**src/rtl/core/csrd_pkg.sv**
```systemverilog
package csrd_pkg;

   // Fixed field widths
   localparam int CHIP_W = 3;
   localparam int BIT_W  = 3;
   localparam int BYTE_W = 8;

   localparam logic [BYTE_W-1:0] BYTE_ZERO = 8'h00;
   localparam logic [BYTE_W-1:0] BYTE_ONES = 8'hFF;
   localparam logic [BYTE_W-1:0] BIT_ONE   = 8'h01;
   localparam logic [BIT_W-1:0]  MSB_POS   = 3'd7;

   // Register index, taken from byte address bit 2
   localparam logic CSR_IDX_CHIP_COUNT = 1'b0;
   localparam logic CSR_IDX_LSB_FIRST  = 1'b1;

   typedef enum logic [3:0] {
      CMD_WRITE       = 4'd0,
      CMD_SET         = 4'd1,
      CMD_CLEAR       = 4'd2,
      CMD_TOGGLE      = 4'd3,
      CMD_READ        = 4'd4,
      CMD_CLEAR_ALL   = 4'd5,
      CMD_SET_ALL     = 4'd6,
      CMD_SHIFT_LEFT  = 4'd7,
      CMD_SHIFT_RIGHT = 4'd8,
      CMD_REFRESH     = 4'd9,
      CMD_LOAD        = 4'd10
   } cmd_type;

   typedef enum logic [1:0] {
      KIND_DATA  = 2'd0,
      KIND_LATCH = 2'd1,
      KIND_READ  = 2'd2
   } kind_type;

   typedef enum logic [2:0] {
      ST_IDLE,
      ST_PREP,
      ST_UPDATE,
      ST_SERIAL,
      ST_LATCH,
      ST_READ
   } state_type;

   // Shared byte update unit: one byte in, one byte out
   function automatic logic [BYTE_W-1:0] update_byte(
      input cmd_type            cmd,
      input logic [BYTE_W-1:0]  cur,
      input logic [BIT_W-1:0]   bit_idx,
      input logic [BYTE_W-1:0]  val,
      input logic               carry
   );
      logic [BYTE_W-1:0] mask;
      logic [BYTE_W-1:0] res;
      mask = BIT_ONE << bit_idx;
      unique case (cmd)
         CMD_WRITE, CMD_LOAD: res = val;
         CMD_SET:             res = cur | mask;
         CMD_CLEAR:           res = cur & ~mask;
         CMD_TOGGLE:          res = cur ^ mask;
         CMD_CLEAR_ALL:       res = BYTE_ZERO;
         CMD_SET_ALL:         res = BYTE_ONES;
         CMD_SHIFT_LEFT:      res = {cur[BYTE_W-2:0], carry};
         CMD_SHIFT_RIGHT:     res = {carry, cur[BYTE_W-1:1]};
         default:             res = cur;
      endcase
      return res;
   endfunction

endpackage

```
**src/rtl/core/cascaded_shift_register_driver_unit.sv**
```systemverilog
// Shadow-byte driver for a chain of cascaded serial-in parallel-out chips. Each
// request is one command; the block takes it only in idle and holds req_stall
// high until the command's last result has been produced. A write, set, clear,
// toggle or load element updates one byte; clear all and set all update every
// chip in use in turn; shifts first fetch the wrap bit and then update every
// chip in use in turn, each pass through the single byte update unit. Every
// change but a non-final load element then serializes the bytes in use,
// highest chip first, one data bit per cycle, followed by a latch strobe:
// 8*N+1 results for N chips in use. A read answers with one result bit. The
// serializer advances only while the result register is free, so back-pressure
// on rsp_stall holds it. Registers: chip_count at byte address 0 (zero or
// above MAX_CHIPS acts as one), lsb_first at byte address 4. Write them only
// while the block is idle.
module cascaded_shift_register_driver_unit #(
   parameter int MAX_CHIPS = 4
) (
   input  logic                        clock,
   input  logic                        reset,
   input  logic                        req_valid,
   output logic                        req_stall,
   input  logic [3:0]                  req_cmd,
   input  logic [csrd_pkg::CHIP_W-1:0] req_chip_index,
   input  logic [csrd_pkg::BIT_W-1:0]  req_bit_index,
   input  logic [csrd_pkg::BYTE_W-1:0] req_byte_value,
   input  logic                        req_wrap,
   input  logic                        req_last_element,
   output logic                        rsp_valid,
   input  logic                        rsp_stall,
   output logic [1:0]                  rsp_kind,
   output logic                        rsp_bit_value,
   output logic                        rsp_last,
   input  logic                        csr_psel,
   input  logic                        csr_penable,
   input  logic                        csr_pwrite,
   input  logic [2:0]                  csr_paddr,
   input  logic [31:0]                 csr_pwdata,
   output logic [31:0]                 csr_prdata,
   output logic                        csr_pready
);

   localparam int IDX_W = (MAX_CHIPS > 1) ? $clog2(MAX_CHIPS) : 1;
   localparam logic [csrd_pkg::CHIP_W-1:0] MAX_CNT = csrd_pkg::CHIP_W'(MAX_CHIPS);

   // Configuration
   logic [csrd_pkg::CHIP_W-1:0] chip_count_ff;
   logic                        lsb_first_ff;
   logic                        csr_write;

   // Sequencer state
   csrd_pkg::state_type         state_ff, state_in;
   logic [IDX_W-1:0]            idx_ff, idx_in;
   logic                        single_ff, single_in;
   logic [csrd_pkg::BIT_W-1:0]  bit_cnt_ff, bit_cnt_in;
   logic                        carry_ff, carry_in;
   logic [csrd_pkg::CHIP_W-1:0] load_pos_ff, load_pos_in;

   // Captured request
   csrd_pkg::cmd_type           cmd_ff;
   logic [csrd_pkg::CHIP_W-1:0] ci_ff;
   logic [csrd_pkg::BIT_W-1:0]  bi_ff;
   logic [csrd_pkg::BYTE_W-1:0] val_ff;
   logic                        wrap_ff;
   logic                        lastel_ff;
   logic                        ok_ff;
   logic                        accept;

   // Shadow store with one read and one write port
   logic [csrd_pkg::BYTE_W-1:0] shadow_ff [MAX_CHIPS];
   logic [IDX_W-1:0]            rd_addr;
   logic [csrd_pkg::BYTE_W-1:0] rd_data;
   logic                        wr_en;
   logic [csrd_pkg::BYTE_W-1:0] upd_byte;

   // Result register
   logic                        rsp_valid_ff;
   csrd_pkg::kind_type          rsp_kind_ff;
   logic                        rsp_bit_ff;
   logic                        rsp_last_ff;
   logic                        out_free;
   logic                        emit;
   csrd_pkg::kind_type          emit_kind;
   logic                        emit_bit;
   logic                        emit_last;

   logic [csrd_pkg::CHIP_W-1:0] n_eff;
   logic [IDX_W-1:0]            n_last;
   logic                        req_ok;
   logic                        shift_left;
   logic                        shift_down;
   logic                        update_done;

   // ---------------------------------------------------------------------
   // Configuration port
   // ---------------------------------------------------------------------
   assign csr_pready = 1'b1;
   assign csr_write  = csr_psel & csr_penable & csr_pwrite & csr_pready;

   always_ff @(posedge clock) begin
      if (reset) begin
         chip_count_ff <= csrd_pkg::CHIP_W'(1);
         lsb_first_ff  <= 1'b0;
      end else if (csr_write) begin
         if (csr_paddr[2] == csrd_pkg::CSR_IDX_CHIP_COUNT) begin
            chip_count_ff <= csr_pwdata[csrd_pkg::CHIP_W-1:0];
         end else begin
            lsb_first_ff <= csr_pwdata[0];
         end
      end
   end

   always_comb begin
      if (csr_paddr[2] == csrd_pkg::CSR_IDX_LSB_FIRST) begin
         csr_prdata = 32'(lsb_first_ff);
      end else begin
         csr_prdata = 32'(chip_count_ff);
      end
   end

   // Chips in use: zero or above the maximum falls back to one
   assign n_eff = (chip_count_ff == '0 || chip_count_ff > MAX_CNT)
                  ? csrd_pkg::CHIP_W'(1) : chip_count_ff;
   assign n_last = IDX_W'(n_eff - csrd_pkg::CHIP_W'(1));
   assign req_ok = req_chip_index < n_eff;

   // ---------------------------------------------------------------------
   // Request capture
   // ---------------------------------------------------------------------
   assign req_stall = (state_ff != csrd_pkg::ST_IDLE);
   assign accept    = req_valid & ~req_stall;

   always_ff @(posedge clock) begin
      if (accept) begin
         cmd_ff    <= csrd_pkg::cmd_type'(req_cmd);
         ci_ff     <= req_chip_index;
         bi_ff     <= req_bit_index;
         val_ff    <= req_byte_value;
         wrap_ff   <= req_wrap;
         lastel_ff <= req_last_element;
         ok_ff     <= req_ok;
      end
   end

   // ---------------------------------------------------------------------
   // Shadow store and shared byte update unit
   // ---------------------------------------------------------------------
   assign rd_data  = shadow_ff[rd_addr];
   assign upd_byte = csrd_pkg::update_byte(cmd_ff, rd_data, bi_ff, val_ff, carry_ff);

   always_ff @(posedge clock) begin
      if (reset) begin
         for (int i = 0; i < MAX_CHIPS; i++) begin
            shadow_ff[i] <= csrd_pkg::BYTE_ZERO;
         end
      end else if (wr_en) begin
         shadow_ff[idx_ff] <= upd_byte;
      end
   end

   // ---------------------------------------------------------------------
   // Sequencer
   // ---------------------------------------------------------------------
   assign out_free    = ~rsp_valid_ff | ~rsp_stall;
   assign shift_left  = (cmd_ff == csrd_pkg::CMD_SHIFT_LEFT);
   assign shift_down  = (cmd_ff == csrd_pkg::CMD_SHIFT_RIGHT);
   assign update_done = single_ff | (shift_down ? (idx_ff == '0) : (idx_ff == n_last));

   always_ff @(posedge clock) begin
      if (reset) begin
         state_ff    <= csrd_pkg::ST_IDLE;
         load_pos_ff <= '0;
      end else begin
         state_ff    <= state_in;
         load_pos_ff <= load_pos_in;
      end
      idx_ff     <= idx_in;
      single_ff  <= single_in;
      bit_cnt_ff <= bit_cnt_in;
      carry_ff   <= carry_in;
   end

   always_comb begin
      state_in    = state_ff;
      idx_in      = idx_ff;
      single_in   = single_ff;
      bit_cnt_in  = bit_cnt_ff;
      carry_in    = carry_ff;
      load_pos_in = load_pos_ff;
      rd_addr     = '0;
      wr_en       = 1'b0;
      emit        = 1'b0;
      emit_kind   = csrd_pkg::KIND_DATA;
      emit_bit    = 1'b0;
      emit_last   = 1'b0;

      unique case (state_ff)
         csrd_pkg::ST_IDLE: begin
            if (accept) begin
               // Any command but load element restarts the load position
               if (req_cmd != csrd_pkg::CMD_LOAD) begin
                  load_pos_in = '0;
               end
               unique case (csrd_pkg::cmd_type'(req_cmd))
                  csrd_pkg::CMD_WRITE, csrd_pkg::CMD_SET,
                  csrd_pkg::CMD_CLEAR, csrd_pkg::CMD_TOGGLE: begin
                     if (req_ok) begin
                        idx_in    = req_chip_index[IDX_W-1:0];
                        single_in = 1'b1;
                        state_in  = csrd_pkg::ST_UPDATE;
                     end
                  end
                  csrd_pkg::CMD_READ: begin
                     state_in = csrd_pkg::ST_READ;
                  end
                  csrd_pkg::CMD_CLEAR_ALL, csrd_pkg::CMD_SET_ALL: begin
                     idx_in    = '0;
                     single_in = 1'b0;
                     state_in  = csrd_pkg::ST_UPDATE;
                  end
                  csrd_pkg::CMD_SHIFT_LEFT, csrd_pkg::CMD_SHIFT_RIGHT: begin
                     state_in = csrd_pkg::ST_PREP;
                  end
                  csrd_pkg::CMD_REFRESH: begin
                     idx_in     = n_last;
                     bit_cnt_in = '0;
                     state_in   = csrd_pkg::ST_SERIAL;
                  end
                  csrd_pkg::CMD_LOAD: begin
                     if (load_pos_ff < n_eff) begin
                        idx_in    = load_pos_ff[IDX_W-1:0];
                        single_in = 1'b1;
                        state_in  = csrd_pkg::ST_UPDATE;
                     end else if (req_last_element) begin
                        idx_in     = n_last;
                        bit_cnt_in = '0;
                        state_in   = csrd_pkg::ST_SERIAL;
                     end
                     // Advance and saturate, or rewind on the final element
                     if (req_last_element) begin
                        load_pos_in = '0;
                     end else if (load_pos_ff < MAX_CNT) begin
                        load_pos_in = load_pos_ff + csrd_pkg::CHIP_W'(1);
                     end
                  end
                  default: begin
                     state_in = csrd_pkg::ST_IDLE;
                  end
               endcase
            end
         end

         csrd_pkg::ST_PREP: begin
            // Fetch the bit that wraps around the far end of the chain
            rd_addr   = shift_left ? n_last : '0;
            carry_in  = wrap_ff & (shift_left ? rd_data[csrd_pkg::BYTE_W-1] : rd_data[0]);
            idx_in    = shift_left ? '0 : n_last;
            single_in = 1'b0;
            state_in  = csrd_pkg::ST_UPDATE;
         end

         csrd_pkg::ST_UPDATE: begin
            rd_addr  = idx_ff;
            wr_en    = 1'b1;
            carry_in = shift_left ? rd_data[csrd_pkg::BYTE_W-1] : rd_data[0];
            if (update_done) begin
               if (cmd_ff == csrd_pkg::CMD_LOAD && !lastel_ff) begin
                  state_in = csrd_pkg::ST_IDLE;
               end else begin
                  idx_in     = n_last;
                  bit_cnt_in = '0;
                  state_in   = csrd_pkg::ST_SERIAL;
               end
            end else begin
               idx_in = shift_down ? idx_ff - IDX_W'(1) : idx_ff + IDX_W'(1);
            end
         end

         csrd_pkg::ST_SERIAL: begin
            rd_addr = idx_ff;
            if (out_free) begin
               emit       = 1'b1;
               emit_kind  = csrd_pkg::KIND_DATA;
               emit_bit   = lsb_first_ff ? rd_data[bit_cnt_ff]
                                         : rd_data[csrd_pkg::MSB_POS - bit_cnt_ff];
               bit_cnt_in = bit_cnt_ff + csrd_pkg::BIT_W'(1);
               if (bit_cnt_ff == csrd_pkg::MSB_POS) begin
                  if (idx_ff == '0) begin
                     state_in = csrd_pkg::ST_LATCH;
                  end else begin
                     idx_in = idx_ff - IDX_W'(1);
                  end
               end
            end
         end

         csrd_pkg::ST_LATCH: begin
            if (out_free) begin
               emit      = 1'b1;
               emit_kind = csrd_pkg::KIND_LATCH;
               emit_last = 1'b1;
               state_in  = csrd_pkg::ST_IDLE;
            end
         end

         csrd_pkg::ST_READ: begin
            rd_addr = ok_ff ? ci_ff[IDX_W-1:0] : '0;
            if (out_free) begin
               emit      = 1'b1;
               emit_kind = csrd_pkg::KIND_READ;
               emit_bit  = ok_ff & rd_data[bi_ff];
               emit_last = 1'b1;
               state_in  = csrd_pkg::ST_IDLE;
            end
         end
      endcase
   end

   // ---------------------------------------------------------------------
   // Result register: hold while stalled, drop once taken
   // ---------------------------------------------------------------------
   always_ff @(posedge clock) begin
      if (reset) begin
         rsp_valid_ff <= 1'b0;
      end else if (emit) begin
         rsp_valid_ff <= 1'b1;
      end else if (!rsp_stall) begin
         rsp_valid_ff <= 1'b0;
      end
      if (emit) begin
         rsp_kind_ff <= emit_kind;
         rsp_bit_ff  <= emit_bit;
         rsp_last_ff <= emit_last;
      end
   end

   assign rsp_valid     = rsp_valid_ff;
   assign rsp_kind      = rsp_kind_ff;
   assign rsp_bit_value = rsp_bit_ff;
   assign rsp_last      = rsp_last_ff;

endmodule

```
**config.mk**
```make
export PLATFORM = sky130hd
export DESIGN_NAME = cascaded_shift_register_driver_unit
export DESIGN_NICKNAME = d
export VERILOG_FILES = /design/src/rtl/core/csrd_pkg.sv /design/src/rtl/core/cascaded_shift_register_driver_unit.sv
export SDC_FILE = /design/constraint.sdc
export NUM_CORES = 1
export LEC_CHECK = 0
export ABC_AREA = 1
export BUFFER_PORTS_ARGS = -buffer_cell sky130_fd_sc_hd__buf_2
export CAP_MARGIN = 10
export CORE_ASPECT_RATIO = 0.6
export CORE_MARGIN = 3
export CORE_UTILIZATION = 45
export CTS_BUF_LIST = sky130_fd_sc_hd__clkbuf_16
export DETAILED_ROUTE_END_ITERATION = 6
export HOLD_SLACK_MARGIN = 0.12
export PLACE_DENSITY = 0.68
export SYNTH_ARGS = -nofsm -noshare
export SYNTH_HDL_FRONTEND = slang
export SYNTH_SLANG_ARGS = --single-unit
```
**constraint.sdc**
```tcl
create_clock -name clock -period 4.05 [get_ports clock]
set_clock_uncertainty 0.05 [all_clocks]
set_input_delay 0.81 -clock clock [delete_from_list [all_inputs] [get_ports clock]]
set_output_delay 0.81 -clock clock [all_outputs]
set_load 0.01 [all_outputs]
```
# Yosys cells after proc, flatten, opt, wreduce, memory -nomap -nowiden
# Memory sizes are Yosys's and may differ from the RTL's.
# Cells that the tools add are included.
[word_totals]
ff_bits = 42
elab_cells = 198
ramBits = 32
memories = 1
[memory_table]
columns = ["name", "depth", "word_bits", "read_ports", "rd_clocked_by_memory_dff", "wr", "line_no", "source"]
rows = [
  ["shadow_ff", 4, 8, 1, 0, 4, "cascaded_shift_register_driver_unit.sv:68", "logic [csrd_pkg::BYTE_W-1:0] shadow_ff [MAX_CHIPS];"],
]
[classes]
shift = 1
reduce_logical = 28
add_sub_neg = 6
n_mux = 77
n_eq_ne = 44
order_cmp = 7
bitwise = 15
[op_table]
columns = ["cell", "n"]
rows = [
  ["8-bit case mux with 8 select lines", 1],
  ["3-bit 2-to-1 mux", 21],
  ["2-bit 2-to-1 mux", 16],
  ["4-bit by 3-bit == test with 1-bit output, second input constant", 7],
  ["1-bit 2-to-1 mux", 23],
  ["4-bit == test, second input constant", 5],
  ["3-bit case mux with 6 select lines", 1],
  ["4-bit by 2-bit == test with 1-bit output, second input constant", 4],
  ["2-bit case mux with 4 select lines", 2],
  ["8-bit AND reduction", 2],
  ["3-bit inequality test, second input constant", 5],
  ["3-bit case mux with 5 select lines", 1],
  ["2-bit inequality test, second input constant", 7],
  ["3-bit by 4-bit less-than comparator with 1-bit output, second input constant", 3],
  ["2-bit OR reduction", 5],
  ["1-bit binary-select mux with 3-bit select", 3],
  ["3-bit == test, second input constant", 3],
  ["3-bit case mux with 3 select lines", 1],
  ["9-bit AND reduction", 1],
  ["8-bit AND", 1],
  ["4-bit by 1-bit == test with 1-bit output, second input constant", 2],
  ["4-bit zero test", 2],
  ["8-bit 2-to-1 mux", 1],
  ["4-bit inequality test, second input constant", 2],
  ["39 further kinds", 59],
]

# Depth between registers and ports, before layout
# An unclocked memory read counts as a cell.
[depth]
depth_word = 12
ltp_mapped = 18
ltp_nobuf = 18

# Worst setup path before layout
# OpenSTA, ideal clock, no wires.
[synth_timing]
kind = "register -> register"
startpoint = "register chip_count_ff[1] (netlist bit)"
endpoint = "memory shadow_ff[1][0] (netlist bit), data pin"
n_path_buf = 1
required_time_ns = 3.736
arrival_time_ns = 2.558
setup_time_ns = 0.264
slack_ns = 1.179
period_less_slack_ns = 2.871
path_stages_with_launch = 16
path_cell_list = "dfxtp_1 nor2_1 ha_1 nor2_1 nand3_4 buf_4 nand3_1 nand3_1 nand2_2 inv_1 ha_1 nor2_1 a2111oi_0 o21ai_1 nand2_1 nor2_1"
[synth_rtl]
columns = ["element", "line_no", "source"]
rows = [
  ["start, declared", "cascaded_shift_register_driver_unit.sv:45", "logic [csrd_pkg::CHIP_W-1:0] chip_count_ff;"],
  ["start signal, assigned", "cascaded_shift_register_driver_unit.sv:100", "chip_count_ff <= csrd_pkg::CHIP_W'(1);"],
  ["start signal, assigned", "cascaded_shift_register_driver_unit.sv:104", "chip_count_ff <= csr_pwdata[csrd_pkg::CHIP_W-1:0];"],
  ["end, declared", "cascaded_shift_register_driver_unit.sv:68", ""],
]

==> flow_metrics.py <==
metrics = {
    "layout": {
        "fin_nets": 715,
        "diodes": 0,
        "area_delta_synth_final_pct": 10.3,
        "finish.instance_area_um2": 5450,
        "final_layout_size_suffix_gt1_share_pct": 16.3,
    },
    "cts": {
        "cts_num_sinks": 74,
        "cts_max_level": 3,
        "cts_resized": 0,
        "cts_tree": "done",
        "cts_root_buf": "clkbuf_16",
        "post_cts_buffers": 0,
        "path_clk_slew_ps": 60,
        "cts_buffers": 9,
        "cts_hold_buf": 0,
        "clock_latency_ps": 340,
        "clk_path_buf_depth": 2,
    },
    "global_route": {
        "grt_antenna_before_repair": 0,
        "grt_usage_pct": 22.0,
        "grt_pass1_vias": 4106,
        "gr-total-overflow": 0,
        "grt_pass1_wl_um": 20900,
        "grt_start_max_net_pins": 24,
    },
    "power_and_ir_drop": {
        "power_switching_share_pct": 42.3,
        "p_per_area_nw_per_um2": 607,
        "combinationalPowerShare_pct": 41.9,
        "p_int_mw": 1.91,
        "ir_drop_mv": 0.417,
        "leakagePower_nw": 2.38,
        "clockPowerShare_pct": 23.7,
        "p_total_mw": 3.31,
        "seq_power_share_pct": 34.4,
        "power.switching_mw": 1.40,
    },
    "timing": {
        "slew_viol_final": 0,
        "setup_ws_ps": 471,
        "fin_crit_ps": 3580,
        "fin_hold_ws_ps": 450,
        "slew_headroom_pct": 39.5,
        "fin_setup_tns_ps": 0,
        "period_share_pct": 88.4,
        "final_hold_viol_count": 0,
        "rsz0062_at_grt": "false",
        "max_freq_ghz": 0.279,
        "tightest_slew_ps": 902,
        "setup_viol": 0,
    },
    "floorplanning": {
        "initial_utilization_pct": 48.1,
        "dieArea_um2": 12300,
        "num_rows": 28,
        "die_h_um": 87.2,
        "num_io_pins": 101,
        "design.core.area_um2": 10300,
        "die_w_um": 141,
    },
    "route": {
        "remaining_drc_errors": 0,
        "routed_wl_um": 13000,
        "firstDrtPassIters": 5,
        "vias": 4252,
        "via_per_inst": 5.54,
        "drt_iter0_drc": 391,
        "wl_per_cell_um": 17.0,
        "ant_nets": 0,
    },
    "hold_path": {
        "hold_path.class": "reg2reg",
    },
    "yosys": {
        "ys_seq_area_share_pct": 42.7,
        "synth_xor_area_share_pct": 0.177,
        "synth_top_family_by_area": "simple AND/OR/NAND/NOR gates",
        "synth-compound-area-share_pct": 11.7,
        "netlist_instances": 584,
        "syn_avg_cell_area_um2": 8.46,
        "synth-simple-area-share_pct": 27.8,
        "synth.distinct_cells": 48,
        "synthesis.area_um2": 4940,
        "synthMuxAreaShare_pct": 0,
        "ys_ff_latch": 74,
        "yosysWarningCount": 0,
        "synthAdderAreaFrac_pct": 6.33,
    },
    "place": {
        "post-place-ws_ps": 486,
        "placed_area_um2": 5160,
        "port_buffers": 39,
        "dp_hpwl_um": 9900,
        "finalWeightedCongestion": 0.963,
    },
    "worst_setup_path": {
        "cpPeakStageDelay_ps": 420,
        "crit_path_top_delay_cell": "a2111oi_0",
        "cp-start-kind": "register",
        "required_ps": 4070,
        "path_cells": "nor2_1 -> ha_1 -> inv_1 -> nand2_1 -> nand2_1 -> nand2_1 -> o21ai_4 -> nand3_1 -> nand2_2 -> inv_1 -> ha_1 -> nor2_1 -> a2111oi_0 -> o21ai_1 -> nand2_1 -> nor2_1",
        "cp_common_cell": "nand2_1",
        "crit_type": "reg2reg",
        "crit_path_end_kind": "register",
        "arrival_ps": 3600,
        "crit_fanout": 8,
    },
    "run_status": {
        "status": "finished, final reports clean",
    },
    "run": {
        "cap_violations": 0,
    },
}
==> power by group through the flow <==
stage | clock [mW] | combinational [mW] | sequential (mW)
6_report | 0.784 | 1.39 | 1.14
5_1_grt | 0.832 | 1.55 | 1.16
4_1_cts | 0.795 | 1.37 | 1.14
3_5_place_dp | 0 | 1.36 | 1.15
3_3_place_gp | 0 | 1.32 | 1.15
2_1_floorplan | 0 | 1.03 | 1.12
==> path summary, 6_finish.rpt <==
kind,startpoint,to,slack (ps),cells past startpoint
setup / recovery,chip_count_ff[1],shadow_ff[1][0],470,16
hold / removal,load_pos_ff[2],load_pos_ff[2],450,2
setup reg to reg,chip_count_ff[1],shadow_ff[1][0],470,16
hold reg to reg,load_pos_ff[2],load_pos_ff[2],450,2
==> cells in the final DEF (no fill, tap or decap), types with 2 or more instances in the layout <==
cell	instances
a211oi_1	2
nor2_2	4
nor2_8	2
conb_1	30
nand4_1	3
inv_2	5
nand3_4	2
o2111ai_2	2
nand2_1	96
dfxtp_1	11
o211ai_1	2
clkbuf_16	9
nand3_2	13
clkinv_2	4
buf_4	2
nor3_1	3
edfxtp_1	63
nor2_1	78
o21ai_2	2
nand3_1	65
a32oi_1	2
nand2_2	8
o2111ai_1	3
o221ai_1	3
o22ai_1	10
inv_1	69
nand2_4	2
a221oi_1	4
o21ai_1	2
a21oi_1	23
o21ai_0	25
nor2_4	3
buf_2	39
ha_1	25
==> state kept, by name (all words and copies together) (netlist names), 3 cells and up <==
signal and count:
cmd_ff 4, val_ff 8, chip_count_ff 3, bit_cnt_ff 3
load_pos_ff 3, state_ff 3, shadow_ff 32, bi_ff 3
==> layout make-up <==
cell class,count,area [um2]
inverter,74,278
tap,135,169
timing repair buffer,41,210
sequential,74,2110
multi-input combinational,428,2390
clock buffer,9,225
fill,966,4810
clock inverter,7,61.3
==> synth_stat cells (all sizes together) <==
library cell,count,area share [%]
buf,34,5.3
a22oi,1,0.15
o221ai,4,0.84
edfxtp,63,38
nor2,87,7.9
a31oi,1,0.13
nand3,80,9.9
o2111ai,5,1.1
nand4,3,0.38
nand2,106,8.8
and2,1,0.13
nor4,1,0.13
o211ai,2,0.30
a21oi,23,2.3
a221oi,4,0.71
xor2,1,0.18
a211oi,2,0.30
o22ai,10,1.3
clkbuf,2,0.15
o311ai,1,0.18
nor3b,1,0.15
a32oi,2,0.35
o21ai,30,3.4
dfxtp,11,4.5
inv,73,5.5
a21o,1,0.15
o21bai,1,0.15
conb,2,0.15
clkinv,1,0.076
a2111oi,1,0.18
ha,25,6.3
or2,1,0.13
o31ai,1,0.15
nor3,3,0.30
==> through the flow <==
| step | instances | util (%) |
|---|---|---|
| finish | 768 | 53.1 |
| global placement | 752 | 50.3 |
| global route | 768 | 53.1 |
| floorplan | 612 | - |
| detailed placement | 752 | 50.3 |
| CTS | 768 | 53.1 |
==> cell families (layout without fill, tap and decap cells) <==
| family | count (synthesis) | count (layout) |
|---|---|---|
| xor+xnor | 1 | 1 |
| buf+inv | 110 | 131 |
| simple gates | 283 | 283 |
| fa+ha+maj | 25 | 25 |
| other cells | 2 | 30 |
| compound gates | 89 | 89 |
| flops | 74 | 74 |
==> metal layers <==
metal	vias to the layer above	share of wire, %	global-route usage, %
met5	-	0	0
met4	0	1.5	7.04
met3	20	8.7	5.92
met2	182	42	31.9
met1	2025	48	32.0
li1	2025	-	-
==> worst max-delay path, delay by kind of cell, from the launching register on <==
family                   cells  cell delay (ps)
AND/OR/NAND/NOR              9             1160
flip-flops                   1              390
AO/OA/AOI/OAI                3              960
buffers and inverters        2              180
adder cells (fa/ha/maj)      2              580
Note: power is estimated with default switching activity, not from simulation.
